--- config.mk ---
export PLATFORM = sky130hd
export DESIGN_NAME = utf16_to_utf32_stream_decoder
export DESIGN_NICKNAME = d
export VERILOG_FILES = /design/src/design/u16d_pkg.sv /design/src/design/u16d_front.sv /design/src/design/u16d_queue.sv /design/src/design/u16d_back.sv /design/src/design/utf16_to_utf32_stream_decoder.sv
export SDC_FILE = /design/constraint.sdc
export NUM_CORES = 1
export LEC_CHECK = 0
export BUFFER_PORTS_ARGS = -buffer_cell sky130_fd_sc_hd__buf_2
export CORE_MARGIN = 2
export CORE_UTILIZATION = 41
export DETAILED_ROUTE_END_ITERATION = 12
export SLEW_MARGIN = 20
export SYNTH_ARGS = -nofsm -noshare
export SYNTH_HDL_FRONTEND = slang
export SYNTH_SLANG_ARGS = --single-unit
--- constraint.sdc ---
create_clock -name clk -period 8.87 [get_ports clk]
set_clock_uncertainty 0.05 [all_clocks]
set_input_delay 1.3305 -clock clk [delete_from_list [all_inputs] [get_ports clk]]
set_output_delay 1.3305 -clock clk [all_outputs]
set_load 0.05 [all_outputs]
--- src/design/u16d_pkg.sv ---
package u16d_pkg;

  // Longest string index the decoder tracks; the unit index saturates below it.
  localparam int unsigned MAX_UNITS = 65536;
  localparam logic [15:0] INDEX_LIMIT =
    16'(((MAX_UNITS - 1) < 65535) ? (MAX_UNITS - 1) : 65535);

  // Counts saturate at the top of their 17-bit range.
  localparam logic [16:0] COUNT_MAX = 17'h1FFFF;

  // Surrogate detection masks and the supplementary-plane offset.
  localparam logic [15:0] SURR_MASK  = 16'hFC00;
  localparam logic [15:0] LEAD_BASE  = 16'hD800;
  localparam logic [15:0] TRAIL_BASE = 16'hDC00;
  localparam logic [20:0] PLANE_BASE = 21'h10000;

  // Configuration register indexes.
  localparam logic [2:0] CFG_SWAP_IN   = 3'd0;
  localparam logic [2:0] CFG_SWAP_OUT  = 3'd1;
  localparam logic [2:0] CFG_ZERO_TERM = 3'd2;
  localparam logic [2:0] CFG_CAPACITY  = 3'd3;
  localparam logic [2:0] CFG_COUNT_REQ = 3'd4;

  // Result status codes.
  localparam logic [2:0] ST_BUSY     = 3'd0;
  localparam logic [2:0] ST_DONE     = 3'd1;
  localparam logic [2:0] ST_OVERFLOW = 3'd2;
  localparam logic [2:0] ST_NO_TRAIL = 3'd3;
  localparam logic [2:0] ST_NO_LEAD  = 3'd4;

  typedef struct packed {
    logic [15:0] code_unit;
    logic        last_unit;
  } unit_item_t;

  typedef struct packed {
    logic [31:0] code_point;
    logic        emit;
    logic        finished;
    logic [2:0]  status;
    logic [16:0] result_count;
    logic [15:0] error_position;
  } point_item_t;

  // Configuration seen by the back end.
  typedef struct packed {
    logic        swap_output_bytes;
    logic        zero_terminated;
    logic [16:0] output_capacity;
    logic        count_required_size;
  } back_cfg_t;

  typedef enum logic [1:0] {
    CLS_PLAIN,
    CLS_LEAD,
    CLS_TRAIL
  } unit_class_t;

  // One classified unit as it travels from the front end to the back end.
  typedef struct packed {
    logic [15:0] unit;
    unit_class_t cls;
    logic        last;
  } cls_item_t;

endpackage

--- src/design/u16d_front.sv ---
module u16d_front (
  input  logic                clk,
  input  logic                rst,
  input  logic                swap_input_bytes,
  input  logic                unit_valid,
  output logic                unit_stall,
  input  u16d_pkg::unit_item_t unit_item,
  output logic                cls_valid,
  input  logic                cls_stall,
  output u16d_pkg::cls_item_t cls_item
);

  logic [15:0]           unit_fixed;
  u16d_pkg::unit_class_t cls_now;
  logic                  take;

  // Put the unit in natural byte order and sort it by surrogate range.
  always_comb begin
    unit_fixed = swap_input_bytes ? {unit_item.code_unit[7:0], unit_item.code_unit[15:8]}
                                  : unit_item.code_unit;
    if ((unit_fixed & u16d_pkg::SURR_MASK) == u16d_pkg::LEAD_BASE) begin
      cls_now = u16d_pkg::CLS_LEAD;
    end else if ((unit_fixed & u16d_pkg::SURR_MASK) == u16d_pkg::TRAIL_BASE) begin
      cls_now = u16d_pkg::CLS_TRAIL;
    end else begin
      cls_now = u16d_pkg::CLS_PLAIN;
    end
  end

  // The stage register refills whenever it is empty or drains this cycle.
  assign unit_stall = cls_valid && cls_stall;
  assign take       = unit_valid && !unit_stall;

  always_ff @(posedge clk) begin
    if (rst) begin
      cls_valid <= 1'b0;
    end else if (!unit_stall) begin
      cls_valid <= unit_valid;
    end
    if (take) begin
      cls_item.unit <= unit_fixed;
      cls_item.cls  <= cls_now;
      cls_item.last <= unit_item.last_unit;
    end
  end

endmodule

--- src/design/u16d_queue.sv ---
module u16d_queue (
  input  logic                clk,
  input  logic                rst,
  input  logic                push_valid,
  output logic                push_stall,
  input  u16d_pkg::cls_item_t push_item,
  output logic                pop_valid,
  input  logic                pop_stall,
  output u16d_pkg::cls_item_t pop_item
);

  u16d_pkg::cls_item_t slots [2];
  logic                wr_ptr;
  logic                rd_ptr;
  logic [1:0]          fill;
  logic                push;
  logic                pop;

  assign push_stall = (fill == 2'd2);
  assign pop_valid  = (fill != 2'd0);
  assign pop_item   = slots[rd_ptr];
  assign push       = push_valid && !push_stall;
  assign pop        = pop_valid && !pop_stall;

  // Two-entry ring between the classifier and the decoder.
  always_ff @(posedge clk) begin
    if (rst) begin
      wr_ptr <= 1'b0;
      rd_ptr <= 1'b0;
      fill   <= 2'd0;
    end else begin
      if (push) begin
        wr_ptr <= ~wr_ptr;
      end
      if (pop) begin
        rd_ptr <= ~rd_ptr;
      end
      case ({push, pop})
        2'b10:   fill <= fill + 2'd1;
        2'b01:   fill <= fill - 2'd1;
        default: fill <= fill;
      endcase
    end
    if (push) begin
      slots[wr_ptr] <= push_item;
    end
  end

endmodule

--- src/design/u16d_back.sv ---
module u16d_back (
  input  logic                 clk,
  input  logic                 rst,
  input  u16d_pkg::back_cfg_t  cfg,
  input  logic                 cls_valid,
  output logic                 cls_stall,
  input  u16d_pkg::cls_item_t  cls_item,
  output logic                 point_valid,
  input  logic                 point_stall,
  output u16d_pkg::point_item_t point_item
);

  // String state.
  logic [9:0]  pending_high;
  logic        pending_valid;
  logic [16:0] points_counted;
  logic [15:0] unit_index;
  logic        overflowed;

  logic [9:0]  pending_high_next;
  logic        pending_valid_next;
  logic [16:0] points_counted_next;
  logic [15:0] unit_index_next;
  logic        overflowed_next;

  logic        take;
  logic [20:0] point;
  logic        have_point;
  logic        ends;
  logic        emit;
  logic        finished;
  logic [2:0]  status;
  logic [16:0] count;
  logic [15:0] errpos;
  logic [31:0] point_out;
  logic [16:0] pc_inc;
  logic [16:0] cap_plus;

  assign cls_stall = point_valid && point_stall;
  assign take      = cls_valid && !cls_stall;

  assign pc_inc   = (points_counted < u16d_pkg::COUNT_MAX) ? points_counted + 17'd1
                                                           : points_counted;
  assign cap_plus = (cfg.output_capacity < u16d_pkg::COUNT_MAX)
                    ? cfg.output_capacity + 17'd1 : u16d_pkg::COUNT_MAX;

  // Decode one unit against the held surrogate and the output budget.
  always_comb begin
    pending_high_next   = pending_high;
    pending_valid_next  = pending_valid;
    points_counted_next = points_counted;
    overflowed_next     = overflowed;
    unit_index_next     = (unit_index < u16d_pkg::INDEX_LIMIT) ? unit_index + 16'd1
                                                               : unit_index;
    point      = {5'd0, cls_item.unit};
    have_point = 1'b0;
    ends       = 1'b0;
    emit       = 1'b0;
    finished   = 1'b0;
    status     = u16d_pkg::ST_BUSY;
    count      = 17'd0;
    errpos     = 16'd0;

    // Surrogate pairing.
    if (pending_valid) begin
      if (cls_item.cls == u16d_pkg::CLS_TRAIL) begin
        point              = {1'b0, pending_high, cls_item.unit[9:0]} + u16d_pkg::PLANE_BASE;
        pending_valid_next = 1'b0;
        have_point         = 1'b1;
      end else begin
        status = u16d_pkg::ST_NO_TRAIL;
        errpos = unit_index - 16'd1;
      end
    end else begin
      unique case (cls_item.cls)
        u16d_pkg::CLS_LEAD: begin
          if (!cfg.zero_terminated && cls_item.last) begin
            status = u16d_pkg::ST_NO_TRAIL;
            errpos = unit_index;
          end else begin
            pending_high_next  = cls_item.unit[9:0];
            pending_valid_next = 1'b1;
          end
        end
        u16d_pkg::CLS_TRAIL: begin
          status = u16d_pkg::ST_NO_LEAD;
          errpos = unit_index;
        end
        default: begin
          have_point = 1'b1;
        end
      endcase
    end

    // Budget, termination and overflow handling.
    if (status != u16d_pkg::ST_BUSY) begin
      finished = 1'b1;
    end else if (have_point) begin
      ends = cfg.zero_terminated ? (point == 21'd0) : cls_item.last;
      if (!overflowed && (points_counted < cfg.output_capacity)) begin
        emit = 1'b1;
      end else begin
        overflowed_next = 1'b1;
      end
      points_counted_next = pc_inc;
      if (ends) begin
        finished = 1'b1;
        status   = overflowed_next ? u16d_pkg::ST_OVERFLOW : u16d_pkg::ST_DONE;
        count    = pc_inc;
      end else if (emit && (pc_inc >= cfg.output_capacity) && !cfg.count_required_size) begin
        finished = 1'b1;
        status   = u16d_pkg::ST_OVERFLOW;
        count    = cap_plus;
      end
    end

    // A finished string leaves the state clear for the next one.
    if (finished) begin
      pending_high_next   = 10'd0;
      pending_valid_next  = 1'b0;
      points_counted_next = 17'd0;
      unit_index_next     = 16'd0;
      overflowed_next     = 1'b0;
    end

    if (!emit) begin
      point_out = 32'd0;
    end else if (cfg.swap_output_bytes) begin
      point_out = {point[7:0], point[15:8], 3'd0, point[20:16], 8'd0};
    end else begin
      point_out = {11'd0, point};
    end
  end

  always_ff @(posedge clk) begin
    if (rst) begin
      pending_high   <= 10'd0;
      pending_valid  <= 1'b0;
      points_counted <= 17'd0;
      unit_index     <= 16'd0;
      overflowed     <= 1'b0;
      point_valid    <= 1'b0;
    end else begin
      if (!cls_stall) begin
        point_valid <= cls_valid;
      end
      if (take) begin
        pending_high   <= pending_high_next;
        pending_valid  <= pending_valid_next;
        points_counted <= points_counted_next;
        unit_index     <= unit_index_next;
        overflowed     <= overflowed_next;
      end
    end
    if (take) begin
      point_item.code_point     <= point_out;
      point_item.emit           <= emit;
      point_item.finished       <= finished;
      point_item.status         <= status;
      point_item.result_count   <= count;
      point_item.error_position <= errpos;
    end
  end

endmodule

--- src/design/utf16_to_utf32_stream_decoder.sv ---
// UTF-16 to UTF-32 stream decoder: one code unit goes in per item and exactly
// one result item comes out per unit, carrying the decoded code point (when it
// is written), the end-of-string flag, a status and the final count or error
// position. The block sustains one item per clock cycle while the sink does not
// stall; an item passes from acceptance through the classifier register, the
// two-entry queue and the decoder's output register to its result. Surrogate
// pairing and the capacity check are combinational in the decoder, so no input
// pattern slows it down. Configuration writes are registered and must only be
// made while no item is in flight. There is no clearing pass after reset.
module utf16_to_utf32_stream_decoder (
  input  logic                  clk,
  input  logic                  rst,
  input  logic                  unit_valid,
  output logic                  unit_stall,
  input  u16d_pkg::unit_item_t  unit_item,
  output logic                  point_valid,
  input  logic                  point_stall,
  output u16d_pkg::point_item_t point_item,
  input  logic                  cfg_we,
  input  logic [2:0]            cfg_index,
  input  logic [16:0]           cfg_data
);

  logic                swap_input_bytes;
  u16d_pkg::back_cfg_t cfg;
  logic                cls_valid;
  logic                cls_stall;
  u16d_pkg::cls_item_t cls_item;
  logic                q_valid;
  logic                q_stall;
  u16d_pkg::cls_item_t q_item;

  // Configuration registers.
  always_ff @(posedge clk) begin
    if (rst) begin
      swap_input_bytes        <= 1'b0;
      cfg.swap_output_bytes   <= 1'b0;
      cfg.zero_terminated     <= 1'b1;
      cfg.output_capacity     <= 17'h10000;
      cfg.count_required_size <= 1'b0;
    end else if (cfg_we) begin
      case (cfg_index)
        u16d_pkg::CFG_SWAP_IN:   swap_input_bytes        <= cfg_data[0];
        u16d_pkg::CFG_SWAP_OUT:  cfg.swap_output_bytes   <= cfg_data[0];
        u16d_pkg::CFG_ZERO_TERM: cfg.zero_terminated     <= cfg_data[0];
        u16d_pkg::CFG_CAPACITY:  cfg.output_capacity     <= cfg_data;
        u16d_pkg::CFG_COUNT_REQ: cfg.count_required_size <= cfg_data[0];
        default: ;
      endcase
    end
  end

  u16d_front u_front (
    .clk              (clk),
    .rst              (rst),
    .swap_input_bytes (swap_input_bytes),
    .unit_valid       (unit_valid),
    .unit_stall       (unit_stall),
    .unit_item        (unit_item),
    .cls_valid        (cls_valid),
    .cls_stall        (cls_stall),
    .cls_item         (cls_item)
  );

  u16d_queue u_queue (
    .clk        (clk),
    .rst        (rst),
    .push_valid (cls_valid),
    .push_stall (cls_stall),
    .push_item  (cls_item),
    .pop_valid  (q_valid),
    .pop_stall  (q_stall),
    .pop_item   (q_item)
  );

  u16d_back u_back (
    .clk         (clk),
    .rst         (rst),
    .cfg         (cfg),
    .cls_valid   (q_valid),
    .cls_stall   (q_stall),
    .cls_item    (q_item),
    .point_valid (point_valid),
    .point_stall (point_stall),
    .point_item  (point_item)
  );

endmodule

==> results.md, run 1 <==
* Number of violations reported at the end of detailed-routing iteration 0 at 540
* Total congestion overflow at 0
* H-tree lvl count at 4
* Clock Tree Buf Depth at 2
* Latest clock arrival within the worst-skew pair at between 0.4 and 0.5 ns
* FF+latch count, synth at 200
* Share of synthesized registers carrying an async set or reset at 0%
* Buffering stage count on the worst path with inverters included at 1
* Unrepaired setup endpoints after global routing: no
* DRT Pass-1 Iters at 5
* Residual antenna-violating net count after detailed routing at 0
* Critical Path AT at 5.33 ns
* Post-placement worst setup slack at 3.75 ns
* Final cell utilization of the core at 48.1%
* Distinct cell type count after synthesis at 68
* Height of the chip at ~160 µm
* Maximum operating frequency at 0.198 GHz
* Worst-path cell with the longest stage delay: sky130_fd_sc_hd__dfxtp_1
* Longest individual stage delay on the worst path at 1.01 ns
* Max Slew Vio Count at 0
* Clock Pin Slew Worst Setup and Hold Paths at 0.08 ns
* Instance count after placement with tap cells included at 1344
* Register-to-Register Setup Slack at approximately 3.8 ns
* Total area of multi-input combinational cells at around 4300 µm²
* Core area at 23500 µm²
* Setup Buffers After CTS at 0
* Post-cts sizing count at 0
* Overall routing resource usage at a little under a fifth
* Syn Inst Count at 943
* CTS tree: done
* Diodes inserted at 0
* Share of layout cells above drive strength 1 at 18.6%
* Maximum number of pins on one net before global-route repair at 73
* Result of the run: finished clean
* Share of the synthesized area in the top cell type at 38.7%
* Detailed-route via count at about 7.3k
* Max capacitance violation total at 0
* Synth top area cells: sky130_fd_sc_hd__edfxtp_1 39%, sky130_fd_sc_hd__dfxtp_1 15%, sky130_fd_sc_hd__ha_1 5.2%, sky130_fd_sc_hd__nor2_1 4.2%, sky130_fd_sc_hd__nand2_1 3.9%
* Clock Tree Root: sky130_fd_sc_hd__clkbuf_16
* Critical path depth in cells at 11
* Num CTS Buffers at 17
* Total Negative Setup Slacks at 0 ns
* Number of antenna violations at the first check in global routing at 0
* Clock sinks at 200
* Combinational share of power at 34.0%
* Die ar. at about 25000 µm²
* Kind of critical path: flip-flop to flip-flop
* Avg Inst Size Synth at 10.4 µm²
* Placement Rows at 56
* Prevailing post-synth register cell: sky130_fd_sc_hd__edfxtp_1
* Share of the clock period used by the worst path at 56.9%
* Vias in the first global route at 6930
* Die Span X at 159 µm
* DRC violation count after routing at 0
* Count of input and output buffers at between 100 and 150
* Data required time of the critical path at 9.15 ns
* P_sw at 0.00130 W
* Cell count of the worst reg-to-reg path at 11
* First-pass GRT wire length at 37000 µm
* Ys Warns at 0
* EDFF count, synth at 127
* Clk network pwr share at 24.7%
* Growth of design area from synthesis to finish at 14.9%
* Number of ports placed on the die boundary at about 110
* Category of the worst setup path capture point: flip-flop
* Sequential share of power at slightly above 40%
* Leakage power total at 4.27 nW
* DP Wirelength at 16600 µm
* Peak supply drop at roughly 0.00017 V
* Largest area contributor in the netlist: sky130_fd_sc_hd__edfxtp_1
* Endpoint of the lowest-slack register-to-register path: u_back.unit_index[9]
* Cell chain of the critical path: mux2i_1, ha_1, nand2_1, mux2i_1, or3b_1, a2111oi_4, nor4_1, a21oi_2, buf_4, nor2_1, mux2_2
* Startpoint kind of the worst setup timing path: flip-flop
* Transition at the pin with the smallest max-transition slack at 1.04 ns
* Number of standard cells in the layout, taps in and fillers out at 1377
* Highest net fanout along the worst path at 21
* Internal power consumption at 0.00185 W
* Area of all sequential standard cells at roughly 5300 µm²
* Critical path's most frequent cell: sky130_fd_sc_hd__mux2i_1
* Final worst-path setup slack at roughly 3.8 ns
* Switching Fraction at 41.3%
* Total routed wirelength at 22700 µm
* Post-route minimum period at slightly above 5 ns
* Final hold violation count at 0
* Class of the tightest hold or removal check: flip-flop to flip-flop
* Number of nets in the finished design at 1128
* Share of synthesized area occupied by flip-flops and latches at roughly 54%
* End point of the critical path: u_back.unit_index[9]
* Initial Util at 41.8%
* Synthesized cell area at 9850 µm²
* Worst slew margin relative to its limit at 30.6%
* Routed length per instance at 16.5 µm
* Top Family by Delay on Critical Path: multiplexers
* Routability-driven placement congestion ratio at 0.894
* Via density per instance at 5.27
* # hold bufs at CTS at 0
* Post-Syn Nets at 1026
* Power per Cell Area at between 200 and 300 nW/µm²
* Final setup violation count at 0
* Fill cell count at 2244
sequential cells by signal (all words and copies together), names as in the netlist, 2 cells and up, named ones only:
| signal | cells |
|---|---|
| u_back.point_item | 70 |
| u_queue.slots | 38 |
| cfg | 20 |
| u_front.cls_item | 19 |
| u_back.points_counted | 17 |
| u_back.unit_index | 16 |
| u_back.pending_high | 10 |
| u_queue.fill | 2 |
layer usage:
layer / up-vias / global-route usage, % / part of all wire (%)
met3: 17 / 3.10 / 4.9
met1: 3428 / 25.8 / 48
met4: 0 / 5.04 / 1.3
met5: - / 0 / 0
met2: 165 / 29.0 / 46
li1: 3651 / - / -
stage by stage:
stage / hold WS, ns / cell area [µm²] / total power, W
floorplan: 0.371 / 9850 / 0.00214
global placement: 0.376 / 10700 / 0.00240
detailed placement: 0.384 / 10700 / 0.00241
CTS: 0.402 / 11300 / 0.00318
global route: 0.410 / 11300 / 0.00332
finish: 0.402 / 11300 / 0.00316
logic make-up (layout without fill, tap and decap cells):
family | count (synthesis) | after routing | synth area share [%]
xor gates and xnor gates | 37 | 37 | 3.29
buffers and inverters | 80 | 195 | 3.23
adders and majority gates | 41 | 41 | 5.21
and+or+nand+nor | 349 | 349 | 16.9
DFF | 200 | 200 | 53.6
muxes | 45 | 45 | 4.88
AOI/OAI and AO/OA | 191 | 191 | 13.0
Yosys cell counts, types with 7 or more instances:
cell type,instances
sky130_fd_sc_hd__nor4_1,9
sky130_fd_sc_hd__nand2b_1,10
sky130_fd_sc_hd__nor2_1,110
sky130_fd_sc_hd__o21ai_0,37
sky130_fd_sc_hd__nor3_1,15
sky130_fd_sc_hd__xnor2_1,31
sky130_fd_sc_hd__inv_1,42
sky130_fd_sc_hd__nand4_1,18
sky130_fd_sc_hd__and3_1,14
sky130_fd_sc_hd__or3_1,7
sky130_fd_sc_hd__dfxtp_1,73
sky130_fd_sc_hd__mux2_2,24
sky130_fd_sc_hd__mux2i_1,21
sky130_fd_sc_hd__ha_1,41
sky130_fd_sc_hd__a211oi_1,29
sky130_fd_sc_hd__a32o_1,8
sky130_fd_sc_hd__edfxtp_1,127
sky130_fd_sc_hd__clkbuf_1,28
sky130_fd_sc_hd__nand2_1,102
sky130_fd_sc_hd__nor2b_1,7
sky130_fd_sc_hd__a21oi_1,58
sky130_fd_sc_hd__a21o_1,7
sky130_fd_sc_hd__nand3_1,22
cells in the final DEF (no fill, tap or decap), drive strengths merged, types with 7 or more instances in the layout:
master / Yosys / routed
edfxtp: 127 / 127
buf: 10 / 121
nor2: 110 / 110
nand2: 102 / 102
dfxtp: 73 / 73
a21oi: 60 / 60
inv: 42 / 50
ha: 41 / 41
o21ai: 38 / 38
xnor2: 31 / 31
a211oi: 30 / 30
mux2: 24 / 24
nand3: 22 / 22
mux2i: 21 / 21
nand4: 18 / 18
clkbuf: 28 / 17
nor3: 15 / 15
and3: 14 / 14
nand2b: 10 / 10
nor4: 10 / 10
a32o: 8 / 8
nor2b: 7 / 7
a21o: 7 / 7
or3: 7 / 7
and2: 7 / 7
layout make-up:
class / instances / area share, %
Tap cell: 319 / 3.53
Sequential cell: 200 / 46.6
Clock inverter: 15 / 1.53
Clock buffer: 17 / 3.76
Inverter: 42 / 1.39
Multi-Input combinational cell: 663 / 37.7
Timing Repair Buffer: 121 / 5.53
worst min-delay path by stage:
stage | endpoint | startpoint | slack, ns | cells past startpoint
3_5_place_dp | u_queue.slots[1][12] | u_front.cls_item[12] | 0.38 | 0
5_1_grt | u_queue.slots[0][4] | u_front.cls_item[4] | 0.41 | 0
2_1_floorplan | u_queue.slots[0][0] | u_front.cls_item[0] | 0.37 | 0
6_report | u_queue.slots[1][12] | u_front.cls_item[12] | 0.40 | 0
4_1_cts | u_queue.slots[0][17] | u_front.cls_item[17] | 0.40 | 0
3_3_place_gp | u_queue.slots[0][4] | u_front.cls_item[4] | 0.38 | 0
power groups by stage:
stage | sequential (W) | clock [W] | combinational, W
4_1_cts | 0.00131 | 0.000795 | 0.00108
3_3_place_gp | 0.00133 | 0 | 0.00107
3_5_place_dp | 0.00133 | 0 | 0.00108
2_1_floorplan | 0.00168 | 0 | 0.000465
6_report | 0.00130 | 0.000780 | 0.00107
5_1_grt | 0.00133 | 0.000831 | 0.00116
No activity file was read; power rests on OpenSTA's default activity.
==> inputs of run 2 (changes only) <==
- ABC_AREA: default -> 1
- clock period: 8.87 -> 4.27 ns (I/O delays scaled with it)
==> results.md, run 2 <==
* Routability-driven placement congestion ratio at 0.898
* Overall routing resource usage at about a fifth
* Synthesized cell area at 10200 µm²
* Transition at the pin with the smallest max-transition slack at 1.01 ns
* Post-synth top cells: 229 x sky130_fd_sc_hd__nand2_1, 157 x sky130_fd_sc_hd__nor2_1, 128 x sky130_fd_sc_hd__inv_1
* Post-route minimum period at 3.84 ns
* Num CTS Buffers at 17
* Clock sinks at 200
* Post-Syn Nets at 1242
* Synthesized-area fraction occupied by xor and xnor cells at 3.27%
* Fill cell count at 2329
* First-pass GRT wire length at 39000 µm
* Clock Pin Slew Worst Setup and Hold Paths at around 0.080 ns
* DP Wirelength at between 15000 and 20000 µm
* Via density per instance at 5.00
* Total Negative Setup Slacks at 0 ns
* H-tree lvl count at 4
* Die Span X at 162 µm
* Register with the highest flop count: u_back.point_item
* Power per Cell Area at 663 nW/µm²
* # hold bufs at CTS at 0
* Core area at 24300 µm²
* Maximum number of pins on one net before global-route repair at 54
* Share of synthesized registers carrying an async set or reset at 0%
* Count of input and output buffers at 113
* Critical Path AT at 4.12 ns
* M3 GR Usage at under 10%
* Kind of critical path: flip-flop to flip-flop
* Placed inst area at 11000 µm²
* Share of layout cells above drive strength 1 at 15.6%
* GR Util met2 at 28.5%
* Simple logic cell fraction of the synthesized area at 20.5%
* Vias in the first global route at 7474
* Class of the tightest hold or removal check: primary input to flip-flop
* CTS tree: done
* Total routed wirelength at between 20000 and 25000 µm
* Data required time of the critical path at 4.55 ns
* Avg Inst Size Synth at 8.79 µm²
* Global route hottest layer: met2
* Unrepaired setup endpoints after global routing: no
* Final hold violation count at 0
* Global Route met1 Usage at 28.1%
* Overall power of the completed layout at 0.00776 W
* Number of nets in the finished design at 1348
* Post-cts sizing count at 0
* Proportion of synthesized area in mux cells at 0%
* Adder and majority cell fraction of the synthesized area at under 10%
* Largest family of logic cells by synthesized area: simple AND/OR/NAND/NOR gates
* Max Slew Vio Count at 0
* Max capacitance violation total at 0
* Number of antenna violations at the first check in global routing at 0
* Prevailing post-synth register cell: sky130_fd_sc_hd__edfxtp_1
* Syn Inst Count at approximately 1.2k
* Worst slew margin relative to its limit at ~33%
* Total area of multi-input combinational cells at between 4000 and 5000 µm²
* Leakage power total at 4.84 nW
* Diodes inserted at 0
* Total congestion overflow at 0
* Result of the run: finished clean
* DRT Pass-1 Iters at 5
* Highest net fanout along the worst path at 15
* Share of the clock period used by the worst path at 89.9%
* Distinct cell type count after synthesis at 45
* Synth top area cells: sky130_fd_sc_hd__edfxtp_1 37%, sky130_fd_sc_hd__dfxtp_1 14%, sky130_fd_sc_hd__nand2_1 8.4%, sky130_fd_sc_hd__nor2_1 5.8%, sky130_fd_sc_hd__ha_1 5.0%
* Residual antenna-violating net count after detailed routing at 0
* Setup Buffers After CTS at 0
* Placement Rows at 57
* Leading cell types in the layout, fill and taps excluded: 229 x sky130_fd_sc_hd__nand2_1, 157 x sky130_fd_sc_hd__nor2_1, 128 x sky130_fd_sc_hd__inv_1
* Flip-flop count of the largest register after layout at 70
* Number of violations reported at the end of detailed-routing iteration 0 at 543
* Routed length per instance at 15.0 µm
* Growth of design area from synthesis to finish at 14.9%
* Peak supply drop at 0.000383 V
* Detailed-route via count at 8003
* Most frequent standard cell in the layout excluding fill and tap cells: sky130_fd_sc_hd__nand2_1
* Biggest regs: u_back.point_item: 70 flops, u_queue.slots: 38 flops, cfg: 20 flops
* Cell area after layout at roughly 12000 µm²
* Area of all sequential standard cells at ~5300 µm²
* Ys Warns at 0
* Height of the chip at 162 µm
* Latest clock arrival within the worst-skew pair at about 0.45 ns
* EDFF count, synth at between 100 and 150
* Final setup violation count at 0
* Clock Tree Root: sky130_fd_sc_hd__clkbuf_16
* Die ar. at 26100 µm²
* Area fraction in compound gates after synthesis at 12.2%
* DRC violation count after routing at 0
* Share of the synthesized area in the top cell type at 37.4%
* Largest area contributor in the netlist: sky130_fd_sc_hd__edfxtp_1
* Number of ports placed on the die boundary at 114
* Maximum operating frequency at 0.260 GHz
* Category of the worst setup path capture point: flip-flop
* Clock Tree Buf Depth at 2
* FF+latch count, synth at 200
* Initial Util at 41.9%
* Startpoint kind of the worst setup timing path: flip-flop
* Most instantiated library cell after synthesis: sky130_fd_sc_hd__nand2_1
* Share of synthesized area occupied by flip-flops and latches at 51.8%
## run 2: worst max-delay path: stages (launching register included)
cell and delay, ns:
sky130_fd_sc_hd__dfxtp_1 0.46, sky130_fd_sc_hd__nand2_1 0.08, sky130_fd_sc_hd__nor2_1 0.18, sky130_fd_sc_hd__nand4_1 0.11
sky130_fd_sc_hd__nor2_1 0.13, sky130_fd_sc_hd__nand2_1 0.23, sky130_fd_sc_hd__nand2_1 0.19, sky130_fd_sc_hd__xnor2_1 0.13
sky130_fd_sc_hd__ha_1 0.32, sky130_fd_sc_hd__nand2_1 0.07, sky130_fd_sc_hd__nor2_1 0.20, sky130_fd_sc_hd__nand3_1 0.17
sky130_fd_sc_hd__nor2_1 0.13, sky130_fd_sc_hd__nor2_1 0.05, sky130_fd_sc_hd__nand3_1 0.10, sky130_fd_sc_hd__nand3_1 0.19
sky130_fd_sc_hd__nand3_4 0.21, sky130_fd_sc_hd__nand2_4 0.15, sky130_fd_sc_hd__nand2_1 0.35, sky130_fd_sc_hd__o21ai_1 0.12
sky130_fd_sc_hd__inv_1 0.07, sky130_fd_sc_hd__nor2_1 0.04
## run 2: area by class of cell
cell class	instances	area share [%]
sequential	200	45.1
multi-input combinational	783	35.7
timing repair buffer	127	5.73
inverter	136	4.37
clock buffer	17	3.64
tap	324	3.46
clock inverter	15	2.03
## run 2: cells by family after synthesis
family | Yosys count
simple gates | 495
compound gates | 209
flops | 200
buf+inv | 176
fa+ha+maj | 41
xor+xnor | 38
## run 2: per-layer routing
metal  vias up  routed length, µm
li1       4111                  -
met3        24               1170
met5         -                  0
met2       193              10400
met4         0                338
met1      3675              12100
## run 2: final timing paths
path / from / endpoint / slack [ns] / depth (start not counted)
setup reg to reg: u_back.points_counted[12] / u_back.pending_high[9] / 0.43 / 21
setup / recovery: u_back.points_counted[12] / u_back.pending_high[9] / 0.43 / 21
hold reg to reg: u_front.cls_item[5] / u_queue.slots[1][5] / 0.40 / 0
hold / removal: unit_item[0] / u_front.cls_item[0] / 0.35 / 1
## run 2: power by group
group	internal (W)	total, W	leakage, nW	switching (W)
combinational	0.000650	0.00319	2.70	0.00254
sequential	0.00264	0.00280	1.82	0.000161
clock	0.000925	0.00177	0.321	0.000845
## run 2: per-stage QoR
| step | std cells | util [%] | hold slack [ns] | setup slack (ns) |
|---|---|---|---|---|
| after CTS | 1602 | 48.1 | 0.338 | 0.436 |
| after floorplan | 1159 | - | 0.371 | 0.406 |
| final | 1602 | 48.1 | 0.352 | 0.430 |
| after detailed placement | 1570 | 45.4 | 0.380 | 0.472 |
| after global placement | 1570 | 45.4 | 0.379 | 0.524 |
| after global routing | 1602 | 48.1 | 0.331 | 0.0424 |
==> inputs of run 3 (changes only) <==
- GPL_TIMING_DRIVEN: default -> 0
==> results.md, run 3 (synthesized netlist as in run 2, its figures left out) <==
* Total routed wirelength at 24600 µm
* Die ar. at 26100 µm²
* Result of the run: finished clean
* Share of the clock period used by the worst path at 89.2%
* Overall routing resource usage at 19.8%
* Flip-flop count of the largest register after layout at 70
* Vias in the first global route at 7649
* Number of standard cells in the layout, taps in and fillers out at 1629
* H-tree lvl count at 4
* Transition at the pin with the smallest max-transition slack at 0.781 ns
* Register-to-Register Setup Slack at 0.46 ns
* Clock Pin Slew Worst Setup and Hold Paths at 0.08 ns
* First-pass GRT wire length at 40400 µm
* Detailed-route via count at around 8.1k
* Residual antenna-violating net count after detailed routing at 0
* Total congestion overflow at 0
* Final cell utilization of the core at 48.5%
* DRT Pass-1 Iters at 5
* CTS tree: done
* Category of the worst setup path capture point: flip-flop
* Clock Tree Buf Depth at 2
* Max Slew Vio Count at 0
* Diodes inserted at 0
* Latest clock arrival within the worst-skew pair at 0.46 ns
* Via density per instance at 4.97
* Register with the highest flop count: u_back.point_item
* Startpoint kind of the worst setup timing path: flip-flop
* Clock sinks at 200
* Power per Cell Area at between 600 and 700 nW/µm²
* Maximum number of pins on one net before global-route repair at 78
* Routed length per instance at 15.1 µm
* DP Wirelength at 18600 µm
* Leading cell types in the layout, fill and taps excluded: 229 x sky130_fd_sc_hd__nand2_1, 155 x sky130_fd_sc_hd__nor2_1, 128 x sky130_fd_sc_hd__inv_1
* Growth of design area from synthesis to finish at 15.8%
* Share of layout cells above drive strength 1 at 15.7%
* End point of the critical path: u_back.point_item[29]
* Launching point of the worst reg2reg path: u_back.points_counted[0]
* Leakage power total at 4.86 nW
* Maximum operating frequency at 0.262 GHz
* Endpoint of the lowest-slack register-to-register path: u_back.point_item[29]
* Peak supply drop at 0.000375 V
* Worst slew margin relative to its limit at 47.9%
* Instance count after placement with tap cells included at around 1.6k
* Number of violations reported at the end of detailed-routing iteration 0 at 582
* DRC violation count after routing at 0
* Cell count of the worst reg-to-reg path at 20
* Routability-driven placement congestion ratio at approximately 0.86
* Final hold violation count at 0
* Number of ports placed on the die boundary at 114
* Core area at 24300 µm²
* Height of the chip at 162 µm
* Max capacitance violation total at 0
* Fill cell count at about 2.3k
* Final setup violation count at 0
* Highest net fanout along the worst path at 10
* Biggest regs: u_back.point_item: 70 flops, u_queue.slots: 38 flops, cfg: 20 flops
* Initial Util at between 40% and 50%
* Clock Tree Root: sky130_fd_sc_hd__clkbuf_16
* Setup Buffers After CTS at 0
* Unrepaired setup endpoints after global routing: no
* Data required time of the critical path at roughly 4.4 ns
* Overall power of the completed layout at 0.00770 W
* Placement Rows at 57
* Num CTS Buffers at 17
* Die Span X at 162 µm
* Most frequent standard cell in the layout excluding fill and tap cells: sky130_fd_sc_hd__nand2_1
* Launch point of the critical path: u_back.points_counted[0]
* Count of input and output buffers at 112
* Kind of critical path: flip-flop to flip-flop
* Class of the tightest hold or removal check: primary input to flip-flop
* Critical Path AT at 3.98 ns
* Post-route minimum period at 3.81 ns
* Number of nets in the finished design at between 1k and 1.5k
* Number of antenna violations at the first check in global routing at 0
## run 3: worst min-delay path by stage
stage | from | end | slack (ns) | cells past startpoint
floorplan | u_front.cls_item[0] | u_queue.slots[0][0] | 0.37 | 0
global placement | u_front.cls_item[5] | u_queue.slots[0][5] | 0.38 | 0
detailed placement | u_front.cls_item[1] | u_queue.slots[1][1] | 0.38 | 0
CTS | unit_item[0] | u_front.cls_item[0] | 0.34 | 1
global route | unit_item[0] | u_front.cls_item[0] | 0.33 | 1
finish | unit_item[0] | u_front.cls_item[0] | 0.34 | 1
## run 3: repair_timing
action,in CTS,in global routing
resized for setup,0,2
setup endpoints to repair,0,10
hold buffers,0,0
## run 3: per-layer routing
metal	GRT usage, %	up-vias	part of all wire (%)
met3	3.03	23	4.4
met4	5.76	0	1.4
li1	-	4169	-
met5	0	-	0
met2	30.1	179	44
met1	29.3	3733	51
## run 3: report_power, final
part	switching [W]	leakage, nW	internal, W
registers	0.000150	1.82	0.00264
logic	0.00256	2.75	0.000708
clock network	0.000837	0.288	0.000798
## run 3: cell type report
cell class | instances | area (µm²) | area share [%]
plain buffers | 40 | 221 | 1.88
flip-flops and latches | 200 | 5280 | 44.7
multi-input cells | 783 | 4190 | 35.5
repair buffers | 114 | 583 | 4.94
inverters | 136 | 515 | 4.37
well taps | 324 | 405 | 3.44
clock buffers | 18 | 429 | 3.64
clock inverters | 14 | 174 | 1.47
## run 3: per-stage QoR
step                setup WS (ns)  instance area [µm²]  setup TNS [ns]  hold slack, ns
global placement            -1.24                11100          -75.73           0.376
finish                      0.460                11800               0           0.342
global route                0.137                11800               0           0.333
detailed placement          0.407                11200               0           0.382
CTS                         0.392                11800               0           0.335
floorplan                   0.406                10200               0           0.371
## run 3: worst max-delay path: stages, from the launching register on
cell                       delay, ns
sky130_fd_sc_hd__dfxtp_1        0.44
sky130_fd_sc_hd__ha_1           0.20
sky130_fd_sc_hd__inv_1          0.06
sky130_fd_sc_hd__nor3_1         0.26
sky130_fd_sc_hd__nand2_1        0.09
sky130_fd_sc_hd__inv_1          0.14
sky130_fd_sc_hd__nand4_1        0.11
sky130_fd_sc_hd__xor2_1         0.14
sky130_fd_sc_hd__nand2_1        0.11
sky130_fd_sc_hd__ha_1           0.33
sky130_fd_sc_hd__nand2_1        0.07
sky130_fd_sc_hd__nor2_1         0.16
sky130_fd_sc_hd__nand2_1        0.11
sky130_fd_sc_hd__nor2_1         0.12
sky130_fd_sc_hd__nor2_1         0.05
sky130_fd_sc_hd__nand3_1        0.08
sky130_fd_sc_hd__nand3_1        0.20
sky130_fd_sc_hd__nand2_2        0.17
sky130_fd_sc_hd__nand2_4        0.14
sky130_fd_sc_hd__buf_6          0.19
sky130_fd_sc_hd__a211oi_2       0.33
